===== src/sv/software_timer_slot_scheduler_defines.svh =====
// Assertion macros for the timer slot scheduler.
// Used by the top level; needs a clock named i_clk and reset named i_rst_n in scope.
`ifndef SOFTWARE_TIMER_SLOT_SCHEDULER_DEFINES_SVH
`define SOFTWARE_TIMER_SLOT_SCHEDULER_DEFINES_SVH

`ifndef SYNTHESIS
`define STS_ASSERT_IMP(lbl, ante, cons) \
    lbl: assert property (@(posedge i_clk) disable iff (!i_rst_n) (ante) |-> (cons)) \
        else $error("timer scheduler assertion failed");
`define STS_ASSERT_NEXT(lbl, ante, cons) \
    lbl: assert property (@(posedge i_clk) disable iff (!i_rst_n) (ante) |=> (cons)) \
        else $error("timer scheduler assertion failed");
`else
`define STS_ASSERT_IMP(lbl, ante, cons)
`define STS_ASSERT_NEXT(lbl, ante, cons)
`endif

`endif


===== src/sv/sts_pkg.sv =====
// Shared types and constants for the timer slot scheduler.
// No dependencies; used by sts_rem_unit and software_timer_slot_scheduler.
package sts_pkg;

    localparam int SLOTS      = 8;
    localparam int SLOT_W     = (SLOTS > 1) ? $clog2(SLOTS) : 1;
    localparam int TASK_W     = 8;
    localparam int PERIOD_W   = 16;
    localparam int BASE_W     = 16;
    localparam int PRESCALE_W = 8;
    localparam int STEP_W     = $clog2(BASE_W);

    localparam logic [PRESCALE_W-1:0] TPC_RESET = PRESCALE_W'(4);

    typedef enum logic [1:0] {
        CMD_START    = 2'd0,
        CMD_STOP     = 2'd1,
        CMD_TICK     = 2'd2,
        CMD_DISPATCH = 2'd3
    } t_cmd;

    typedef enum logic [1:0] {
        ST_OK          = 2'd0,
        ST_MISS        = 2'd1,
        ST_ZERO_PERIOD = 2'd2
    } t_status;

    typedef enum logic [2:0] {
        S_IDLE,
        S_REPLY,
        S_CHECK,
        S_WAIT,
        S_EMIT
    } t_state;

    typedef struct packed {
        logic                start;
        logic [BASE_W-1:0]   dividend;
        logic [PERIOD_W-1:0] divisor;
    } t_rem_req;

    typedef struct packed {
        logic busy;
        logic done;
        logic zero;
    } t_rem_stat;

endpackage


===== src/sv/sts_rem_unit.sv =====
// Bit-serial restoring remainder unit: one quotient bit per cycle.
// Depends on sts_pkg for widths and the request/status structs.
module sts_rem_unit (
    input  logic                 i_clk,
    input  logic                 i_rst_n,
    input  sts_pkg::t_rem_req    i_req,
    output sts_pkg::t_rem_stat   o_stat
);

    logic                          r_busy;
    logic                          r_done;
    logic [sts_pkg::STEP_W-1:0]    r_cnt;
    logic [sts_pkg::PERIOD_W-1:0]  r_rem;
    logic [sts_pkg::BASE_W-1:0]    r_dvd;
    logic [sts_pkg::PERIOD_W-1:0]  r_dsr;

    logic [sts_pkg::PERIOD_W:0]    trial;
    logic                          fits;
    logic [sts_pkg::PERIOD_W-1:0]  n_rem;

    always_comb begin
        trial = {r_rem, r_dvd[sts_pkg::BASE_W-1]};
        fits  = (trial >= {1'b0, r_dsr});
        // The partial remainder stays below the divisor, so the top bit is
        // zero whenever no subtraction takes place.
        if (fits) begin
            n_rem = sts_pkg::PERIOD_W'(trial - {1'b0, r_dsr});
        end else begin
            n_rem = trial[sts_pkg::PERIOD_W-1:0];
        end
    end

    always_ff @(posedge i_clk) begin
        if (!i_rst_n) begin
            r_busy <= 1'b0;
            r_done <= 1'b0;
            r_cnt  <= '0;
        end else begin
            r_done <= 1'b0;
            if (i_req.start) begin
                r_busy <= 1'b1;
                r_cnt  <= '0;
            end else if (r_busy) begin
                r_cnt <= r_cnt + 1'b1;
                if (r_cnt == sts_pkg::STEP_W'(sts_pkg::BASE_W - 1)) begin
                    r_busy <= 1'b0;
                    r_done <= 1'b1;
                end
            end
        end
    end

    always_ff @(posedge i_clk) begin
        if (i_req.start) begin
            r_rem <= '0;
            r_dvd <= i_req.dividend;
            r_dsr <= i_req.divisor;
        end else if (r_busy) begin
            r_rem <= n_rem;
            r_dvd <= {r_dvd[sts_pkg::BASE_W-2:0], 1'b0};
        end
    end

    assign o_stat.busy = r_busy;
    assign o_stat.done = r_done;
    assign o_stat.zero = (r_rem == '0);

endmodule


===== src/sv/software_timer_slot_scheduler.sv =====
// Top level of the timer slot scheduler: slot table, prescaler and sequencer.
// Depends on sts_pkg, sts_rem_unit and software_timer_slot_scheduler_defines.svh.
//
//  Channel   Direction  Handshake                Payload
//  request   in         i_valid / o_stall        command, task id, one-shot, period
//  result    out        o_valid / i_stall        kind, status, fired task, fired, last
//  config    in         i_cfg_we                 ticks per count (8 bits)
//
// Start, stop, tick and a dispatch without a pending tick go through the reply state to the
// result. A pending dispatch walks the slots with the shared remainder unit: an empty slot
// is passed over, a valid one takes check, sixteen divide steps and done; then the emit pass
// walks up to the last firing slot, or a reply follows when nothing fires.
// Reset is synchronous and empties all slots; the table is usable right after it.
// A stalled output holds the request in progress; the next request is taken once idle.
`include "software_timer_slot_scheduler_defines.svh"

module software_timer_slot_scheduler (
    input  logic                             i_clk,
    input  logic                             i_rst_n,
    input  logic                             i_valid,
    output logic                             o_stall,
    input  logic [1:0]                       i_command,
    input  logic [sts_pkg::TASK_W-1:0]       i_task_id,
    input  logic                             i_one_shot,
    input  logic [sts_pkg::PERIOD_W-1:0]     i_period_ticks,
    output logic                             o_valid,
    input  logic                             i_stall,
    output logic [1:0]                       o_reply_kind,
    output logic [1:0]                       o_status,
    output logic [sts_pkg::TASK_W-1:0]       o_fired_task,
    output logic                             o_fired,
    output logic                             o_last,
    input  logic                             i_cfg_we,
    input  logic [sts_pkg::PRESCALE_W-1:0]   i_cfg_data
);

    localparam int N  = sts_pkg::SLOTS;
    localparam int IW = sts_pkg::SLOT_W;

    sts_pkg::t_state                     r_state, n_state;
    logic [sts_pkg::PRESCALE_W-1:0]      r_tpc;
    logic [sts_pkg::PRESCALE_W-1:0]      r_prescale;
    logic [sts_pkg::BASE_W-1:0]          r_base;
    logic                                r_pending;
    logic [N-1:0]                        r_valid;
    logic [sts_pkg::TASK_W-1:0]          r_task   [N];
    logic [N-1:0]                        r_once;
    logic [sts_pkg::PERIOD_W-1:0]        r_period [N];
    sts_pkg::t_cmd                       r_kind;
    sts_pkg::t_status                    r_status;
    logic [IW-1:0]                       r_idx;
    logic [N-1:0]                        r_mask, n_mask;

    logic                                r_o_valid;
    sts_pkg::t_cmd                       r_o_kind;
    sts_pkg::t_status                    r_o_status;
    logic [sts_pkg::TASK_W-1:0]          r_o_task;
    logic                                r_o_fired;
    logic                                r_o_last;

    sts_pkg::t_cmd                       cmd;
    logic                                accept;
    logic                                out_room;
    logic                                free_found, match_found;
    logic [IW-1:0]                       free_idx, match_idx;
    logic                                idx_last;
    logic                                cur_check;
    logic [N-1:0]                        later;
    logic                                rest_empty;
    logic [sts_pkg::PRESCALE_W-1:0]      n_prescale;

    logic                                rem_start, step_idx, emit_fire, emit_skip, reply_load;

    sts_pkg::t_rem_req                   rem_req;
    sts_pkg::t_rem_stat                  rem_stat;

    sts_rem_unit u_rem (
        .i_clk   (i_clk),
        .i_rst_n (i_rst_n),
        .i_req   (rem_req),
        .o_stat  (rem_stat)
    );

    assign cmd      = sts_pkg::t_cmd'(i_command);
    assign accept   = i_valid && (r_state == sts_pkg::S_IDLE);
    assign out_room = !r_o_valid || !i_stall;
    assign idx_last = (r_idx == IW'(N - 1));
    assign cur_check = r_valid[r_idx] && (r_period[r_idx] != '0);
    assign n_prescale = r_prescale + 1'b1;

    // Lowest free slot and lowest valid slot holding the requested id.
    always_comb begin
        free_found  = 1'b0;
        free_idx    = '0;
        match_found = 1'b0;
        match_idx   = '0;
        for (int j = N - 1; j >= 0; j--) begin
            if (!r_valid[j]) begin
                free_found = 1'b1;
                free_idx   = IW'(j);
            end
            if (r_valid[j] && (r_task[j] == i_task_id)) begin
                match_found = 1'b1;
                match_idx   = IW'(j);
            end
        end
    end

    always_comb begin
        for (int j = 0; j < N; j++) begin
            later[j] = r_mask[j] && (j > int'(r_idx));
        end
        rest_empty = (later == '0);
    end

    always_comb begin
        n_mask = r_mask;
        if (r_state == sts_pkg::S_WAIT && rem_stat.done && rem_stat.zero) begin
            n_mask[r_idx] = 1'b1;
        end
    end

    // Next state.
    always_comb begin
        n_state = r_state;
        case (r_state)
            sts_pkg::S_IDLE: begin
                if (accept) begin
                    if (cmd == sts_pkg::CMD_DISPATCH && r_pending) begin
                        n_state = sts_pkg::S_CHECK;
                    end else begin
                        n_state = sts_pkg::S_REPLY;
                    end
                end
            end
            sts_pkg::S_REPLY: begin
                if (out_room) begin
                    n_state = sts_pkg::S_IDLE;
                end
            end
            sts_pkg::S_CHECK: begin
                if (cur_check) begin
                    n_state = sts_pkg::S_WAIT;
                end else if (idx_last) begin
                    n_state = (n_mask == '0) ? sts_pkg::S_REPLY : sts_pkg::S_EMIT;
                end
            end
            sts_pkg::S_WAIT: begin
                if (rem_stat.done) begin
                    if (idx_last) begin
                        n_state = (n_mask == '0) ? sts_pkg::S_REPLY : sts_pkg::S_EMIT;
                    end else begin
                        n_state = sts_pkg::S_CHECK;
                    end
                end
            end
            sts_pkg::S_EMIT: begin
                if (r_mask[r_idx] && out_room && rest_empty) begin
                    n_state = sts_pkg::S_IDLE;
                end
            end
            default: n_state = sts_pkg::S_IDLE;
        endcase
    end

    // Sequencer outputs.
    always_comb begin
        rem_start  = 1'b0;
        step_idx   = 1'b0;
        emit_fire  = 1'b0;
        emit_skip  = 1'b0;
        reply_load = 1'b0;
        case (r_state)
            sts_pkg::S_REPLY: reply_load = out_room;
            sts_pkg::S_CHECK: begin
                rem_start = cur_check;
                step_idx  = !cur_check;
            end
            sts_pkg::S_WAIT:  step_idx = rem_stat.done;
            sts_pkg::S_EMIT: begin
                emit_fire = r_mask[r_idx] && out_room;
                emit_skip = !r_mask[r_idx];
            end
            default: begin
                rem_start = 1'b0;
            end
        endcase
    end

    assign rem_req.start    = rem_start;
    assign rem_req.dividend = r_base;
    assign rem_req.divisor  = r_period[r_idx];

    // Control state.
    always_ff @(posedge i_clk) begin
        if (!i_rst_n) begin
            r_state    <= sts_pkg::S_IDLE;
            r_tpc      <= sts_pkg::TPC_RESET;
            r_prescale <= '0;
            r_base     <= '0;
            r_pending  <= 1'b0;
            r_valid    <= '0;
            r_mask     <= '0;
            r_idx      <= '0;
            r_o_valid  <= 1'b0;
        end else begin
            r_state <= n_state;
            if (i_cfg_we) begin
                r_tpc <= i_cfg_data;
            end

            if (accept) begin
                case (cmd)
                    sts_pkg::CMD_START: begin
                        if (i_period_ticks != '0 && free_found) begin
                            r_valid[free_idx] <= 1'b1;
                        end
                    end
                    sts_pkg::CMD_STOP: begin
                        if (match_found) begin
                            r_valid[match_idx] <= 1'b0;
                        end
                    end
                    sts_pkg::CMD_TICK: begin
                        if (n_prescale >= r_tpc) begin
                            r_prescale <= '0;
                            r_base     <= r_base + 1'b1;
                            r_pending  <= 1'b1;
                        end else begin
                            r_prescale <= n_prescale;
                        end
                    end
                    sts_pkg::CMD_DISPATCH: begin
                        r_pending <= 1'b0;
                        r_idx     <= '0;
                        r_mask    <= '0;
                    end
                    default: r_pending <= r_pending;
                endcase
            end

            if (r_state == sts_pkg::S_WAIT) begin
                r_mask <= n_mask;
            end

            // The walk restarts at slot zero for the emit pass.
            if (step_idx) begin
                r_idx <= idx_last ? '0 : r_idx + 1'b1;
            end
            if (emit_skip || (emit_fire && !rest_empty)) begin
                r_idx <= r_idx + 1'b1;
            end
            if (emit_fire) begin
                r_mask[r_idx] <= 1'b0;
                if (r_once[r_idx]) begin
                    r_valid[r_idx] <= 1'b0;
                end
            end

            if (reply_load || emit_fire) begin
                r_o_valid <= 1'b1;
            end else if (!i_stall) begin
                r_o_valid <= 1'b0;
            end
        end
    end

    // Slot payload and result fields.
    always_ff @(posedge i_clk) begin
        if (accept) begin
            r_kind <= cmd;
            case (cmd)
                sts_pkg::CMD_START: begin
                    if (i_period_ticks == '0) begin
                        r_status <= sts_pkg::ST_ZERO_PERIOD;
                    end else if (free_found) begin
                        r_status           <= sts_pkg::ST_OK;
                        r_task[free_idx]   <= i_task_id;
                        r_once[free_idx]   <= i_one_shot;
                        r_period[free_idx] <= i_period_ticks;
                    end else begin
                        r_status <= sts_pkg::ST_MISS;
                    end
                end
                sts_pkg::CMD_STOP: begin
                    r_status <= match_found ? sts_pkg::ST_OK : sts_pkg::ST_MISS;
                end
                default: r_status <= sts_pkg::ST_OK;
            endcase
        end

        if (reply_load) begin
            r_o_kind   <= r_kind;
            r_o_status <= r_status;
            r_o_task   <= '0;
            r_o_fired  <= 1'b0;
            r_o_last   <= 1'b1;
        end else if (emit_fire) begin
            r_o_kind   <= sts_pkg::CMD_DISPATCH;
            r_o_status <= sts_pkg::ST_OK;
            r_o_task   <= r_task[r_idx];
            r_o_fired  <= 1'b1;
            r_o_last   <= rest_empty;
        end
    end

    assign o_stall      = (r_state != sts_pkg::S_IDLE);
    assign o_valid      = r_o_valid;
    assign o_reply_kind = r_o_kind;
    assign o_status     = r_o_status;
    assign o_fired_task = r_o_task;
    assign o_fired      = r_o_fired;
    assign o_last       = r_o_last;

    `STS_ASSERT_IMP(a_rem_busy_in_wait, rem_stat.busy, r_state == sts_pkg::S_WAIT)
    `STS_ASSERT_IMP(a_rem_idle_on_accept, accept, !rem_stat.busy)
    `STS_ASSERT_IMP(a_fire_is_dispatch, o_valid && o_fired,
                    o_reply_kind == sts_pkg::CMD_DISPATCH && o_status == sts_pkg::ST_OK)
    `STS_ASSERT_NEXT(a_mask_only_shrinks, r_state == sts_pkg::S_EMIT, (r_mask & ~$past(r_mask)) == '0)

endmodule

===== config.mk =====
export PLATFORM = sky130hd
export DESIGN_NAME = software_timer_slot_scheduler
export DESIGN_NICKNAME = d
export VERILOG_FILES = /design/src/sv/sts_pkg.sv /design/src/sv/sts_rem_unit.sv /design/src/sv/software_timer_slot_scheduler.sv
export VERILOG_INCLUDE_DIRS = /design/src /design/src/sv
export SDC_FILE = /design/constraint.sdc
export NUM_CORES = 1
export LEC_CHECK = 0
export BUFFER_PORTS_ARGS = -buffer_cell sky130_fd_sc_hd__buf_2
export CORE_ASPECT_RATIO = 1.5
export CORE_MARGIN = 2
export CORE_UTILIZATION = 55
export CTS_CLUSTER_SIZE = 16
export DETAILED_ROUTE_END_ITERATION = 7
export PLACE_DENSITY = 0.75
export REMOVE_ABC_BUFFERS = 1
export SYNTH_ARGS = -nofsm -noshare
export SYNTH_HDL_FRONTEND = slang
export SYNTH_SLANG_ARGS = --single-unit

===== constraint.sdc =====
create_clock -name i_clk -period 4.6 [get_ports i_clk]
set_input_delay 0.92 -clock i_clk [delete_from_list [all_inputs] [get_ports i_clk]]
set_output_delay 0.92 -clock i_clk [all_outputs]
set_load 0.05 [all_outputs]

# --- Yosys cells after proc, flatten, opt, wreduce, memory -nomap -nowiden ---
# Memory sizes are Yosys's and may differ from the RTL's. A register that Yosys moved wholly into a read port is not among the register bits.
# Cells that the tools add are included.
classes:
  n_addsub: 5
  n_mul: 0
  div_mod_pow: 0
  order_cmp: 15
  eq_ne: 24
  n_shift: 0
  mux: 105
  n_bitwise: 10
  reduce_logical: 57
op_table:
  columns: ["cell", "count"]
  rows:
  - ["two-way mux 8 bit", 13]
  - ["two-way mux 3 bit", 31]
  - ["equality test 8 bit", 8]
  - ["two-way mux 16 bit", 3]
  - ["two-way mux 1 bit", 40]
  - ["zero test 16 bit", 2]
  - ["nonzero test 16 bit", 2]
  - ["logical AND 1 bit", 27]
  - ["bitwise AND 8 bit", 3]
  - [">= comparator 17 x 16 -> 1 bit", 1]
  - ["adder 16 x 1 -> 16 bit (second input constant)", 1]
  - ["NOT 8 bit", 2]
  - ["bitwise OR 8 bit", 2]
  - ["one-hot mux 8 bit (2 select lines)", 1]
  - ["subtractor 16 bit", 1]
  - ["one-hot mux 3 bit (5 select lines)", 1]
  - ["> comparator 3 bit (first input constant)", 4]
  - ["< comparator 3 x 4 -> 1 bit (second input constant)", 3]
  - ["two-way mux 2 bit", 6]
  - ["binary-select mux 1 bit (select 3 bit)", 3]
  - ["demux 1 bit (select 3 bit)", 3]
  - [">= comparator 3 x 1 -> 1 bit (second input constant)", 3]
  - ["nonzero test 3 bit", 3]
  - ["adder 8 x 1 -> 8 bit (second input constant)", 1]
  - ["other kinds (31)", 52]
word_totals:
  regBits: 128
  latchBits: 0
  ram_bits: 192
  romBits: 0
  in_bits: 40
  out_inout_bits: 16
  word_cells: 240
  memories: 2
mem_list:
  columns: ["name", "depth", "width", "rd", "rd_ports_with_merged_regs", "write_ports", "line_no", "text"]
  rows:
  - ["r_period", 8, 16, 1, 1, 1, "software_timer_slot_scheduler.sv:48", "logic [sts_pkg::PERIOD_W-1:0] r_period [N];"]
  - ["r_task", 8, 8, 9, 1, 1, "software_timer_slot_scheduler.sv:46", "logic [sts_pkg::TASK_W-1:0] r_task [N];"]

# --- Depth between registers and ports, before layout ---
# An unclocked memory read counts as a cell.
logic_depth:
  word_depth: 24
  ltp_mapped: 12

# --- Cells and area by module ---
# Synthesis repeated with hierarchy kept, for this count alone.
hier_totals:
  cells_unflattened: 1362
  hier_area_um2: 15974.1
modules_own_cells:
  columns: ["mod", "instances", "cells_per_inst", "area_per_inst_um2", "seq_area_each_um2"]
  rows:
  - ["software_timer_slot_scheduler", 1, 1070, 12924.9, 7627.3]
  - ["sts_rem_unit", 1, 292, 3049.2, 1401.3]

# --- Least setup slack after synthesis ---
# Ideal clock, no wire load.
synth_path:
  path_type: "in2reg"
  from: "input port i_command[0]"
  to: "memory r_period[3][0] (netlist name), enable pin"
  setup_ns: 0.474
  arrival_ns: 4.059
  required_ns: 4.126
  path_slack_ns: 0.066
  path_stages: 4
  n_path_buf: 1
  path_cell_list: "clkbuf_1 > nor2_1 > nand3_1 > nor4b_1"
synth_via:
  elab_chain_cells: 4
synth_lines:
  columns: ["item", "line_no", "text"]
  rows:
  - ["from (decl)", "software_timer_slot_scheduler.sv:22", "input logic [1:0] i_command,"]
  - ["zero test 2 bit", "software_timer_slot_scheduler.sv:272", "case (cmd)"]
  - ["two-way mux 1 bit", "software_timer_slot_scheduler.sv:272", null]
  - ["two-way mux 1 bit", "software_timer_slot_scheduler.sv:270", "if (accept) begin"]
  - ["two-way mux 1 bit (not written as such)", "software_timer_slot_scheduler.sv:280", "r_period[free_idx] <= i_period_ticks;"]
  - ["to (decl)", "software_timer_slot_scheduler.sv:48", null]
# Every way passes these cells.

==> impl_results.md <==
- PortBufs: 55
- # IOs: 56
- Share of cells above drive strength 1: 0.171
- HP Class: flip-flop to flip-flop
- CP Capture Type: flip-flop
- Worst hold margin: ~470 ps
- Fill count: 2092
- Initial antenna violation count: 2
- Maximum clock rate: between 200 and 300 MHz
- Clk Latency, worst-skew pair: slightly below 600 ps
- Post-layout minimum cycle time: between 3000 and 4000 ps
- WHS Path Cells: 1
- WL per Instance: about 22 um
- Post-route ant nets: 0
- Ys flop type: edfxtp_1
- Htree depth: 1
- Avg Cell Area, Syn: 12.5 um^2
- Clock sinks: roughly 330
- Post-CTS Hold Fix Bufs: 0
- Total congestion overflow: 0
- Synthesized area: 15700 um^2
- Placed Area: 16300 um^2
- Final Slew Violations: 0
- Slew HR: 0.241
- Area occupied by multi-input gates: approximately 6200 um^2
- Clock buffer count from CTS: 31
- Count of cell types in the netlist: slightly below 80
- Synth Register Bits: roughly 330
- Outcome: complete, no violations
- Largest net degree at the start of global routing: 54
- Peak supply drop: a little over 0.0003 V
- Detailed Place HPWL: around 25000 um
- Met2 Use GR: 0.454
- Clock root buffer: clkbuf_16
- Iteration-0 DRC Markers: around 940
- TritonCTS clock tree: built
- Die area: 29900 um^2
- Clock skew: 15.7 ps
- Final Setup Violations: 0
- Critical path type: flip-flop to flip-flop
- Post-CTS setup buffer count: 0
- Reg area: 9030 um^2
- Routability cong.: between 0.9 and 1
- DR pass1 iterations: 5
- Die width: between 100 and 150 um
- Final instance area: approximately 17000 um^2
- Worst Tran Pin Value: approximately 1100 ps
- CP Launch Type: flip-flop
- # rows: 75
- Worst Path Arrival: approximately 3700 ps
- Initial Utilization: 0.560
- Die H: 211 um
- Vias in the first global route: roughly 11k
- Vias per std cell: a little over 6
- # nets final: about 1.4k
- Post-CTS Resized: 0
- CTS max path bufs: 3
- Core area: ~28000 um^2
- Maxcap violations: 0
- Most frequent cells in the layout: edfxtp_1 (240), nor2_1 (100), dfxtp_1 (89)
- DR vias: ~10k
- GR Util met3: 0.0281
- Met1 usage: 0.285
- RSZ-0062 raised after global routing: false
- Final period util: 0.755
- Post-route setup TNS: 0 ps
- Area grow syn2layout: 10.4%
- DRC: 0
- Yosys warning count: 0
- Overall Global Routing Usage: 0.245
- Async set-reset flop share out of synthesis: 0
- WP data required: ~4800 ps
- Most common cell after layout, fill and taps aside: edfxtp_1
- Mapped Cells: 1259
- Lkg Pwr: ~0.006 uW
- Clock slew at reported path FFs: around 70 ps
- WL final: ~36000 um
- Busiest grt layer: met2
- Worst-path maximum fanout: 53
- Post-synth EDFFs: 240
- Sequential fraction of the synthesis area: 0.575
- Worst reg2reg path depth: 7
- First-pass GRT wire length: roughly 57000 um
- Pwr dens: 370 nW/um^2
- Fin. Hold Viols: 0
power breakdown:
part	internal [uW]	total, uW	switching (uW)
clock network	1470	2610	1130
logic	219	525	306
registers	3240	3290	48.4
area by class of cell:
| cell class | instances | share of cell area |
|---|---|---|
| Inverter | 46 | 0.00996 |
| Sequential cell | 331 | 0.521 |
| Timing Repair Buffer | 76 | 0.0257 |
| Tap cell | 346 | 0.0250 |
| Clock inverter | 23 | 0.0150 |
| Clock buffer | 33 | 0.0452 |
| Multi-Input combinational cell | 815 | 0.358 |
| Antenna cell | 2 | 0.000289 |
worst paths after layout:
path	slack, ps	endpoint	startpoint
hold reg to reg	470	r_pending	r_pending
setup / recovery	1130	u_rem.r_dvd[6]	flip-flop
hold / removal	470	r_pending	r_pending
setup reg to reg	1130	u_rem.r_dvd[6]	flip-flop
cells by family (layout without fill, tap and decap cells):
family / after synthesis / after routing / share of synthesized area
AO/OA/AOI/OAI: 217 / 217 / 0.0979
XOR/XNOR: 98 / 98 / 0.0547
adder cells (fa/ha/maj): 31 / 31 / 0.0252
buffers and inverters: 113 / 178 / 0.0312
flip-flops: 331 / 331 / 0.575
multiplexers: 101 / 101 / 0.0926
other: 0 / 2 / 0
AND/OR/NAND/NOR: 368 / 368 / 0.123
critical path, cell delays in order (launching register included):
cell,delay (ps)
dfxtp_2,670
buf_4,440
nor3_1,110
a21oi_1,160
nor3_2,50
o211ai_1,400
and4_4,790
or2_2,470
flip-flops by register name, summed over array words and instances (netlist names), 3 cells and up, named ones only:
name          flops
r_task           64
r_valid           8
u_rem.r_dvd      16
u_rem.r_rem      16
r_idx             3
u_rem.r_dsr      16
r_tpc             8
r_period        128
r_once            8
r_base           16
o_fired_task      8
r_state           3
r_mask            8
u_rem.r_cnt       4
r_prescale        8
synthesized netlist by cell type, drive strengths merged, types with 27 or more instances:
master  instances  area (um^2)
edfxtp        240         7210
nor2          106          408
dfxtp          91         1820
xnor2          71          622
nand2          60          225
a21oi          53          265
inv            45          169
mux2           44          495
clkbuf         36          135
nor4           32          215
buf            31          183
mux4           31          698
nand3          31          155
ha             30          375
nor3           27          145
xor2           27          236
per-layer routing:
layer	vias to the layer above	wire length (um)
met3	96	1950
li1	4863	-
met4	0	1430
met1	5121	13500
met2	342	19400
met5	-	0
stage by stage:
stage          worst slack, ps  utilization  total power (uW)  std cells
2_1_floorplan             73.3            -              3710       1192
3_3_place_gp              1160        0.581              3860       1614
3_5_place_dp              1030        0.581              3880       1614
4_1_cts                   1040        0.618              6470       1670
5_1_grt                    783        0.618              6640       1672
6_report                  1130        0.618              6420       1672
No activity file was read; power rests on OpenSTA's default activity.
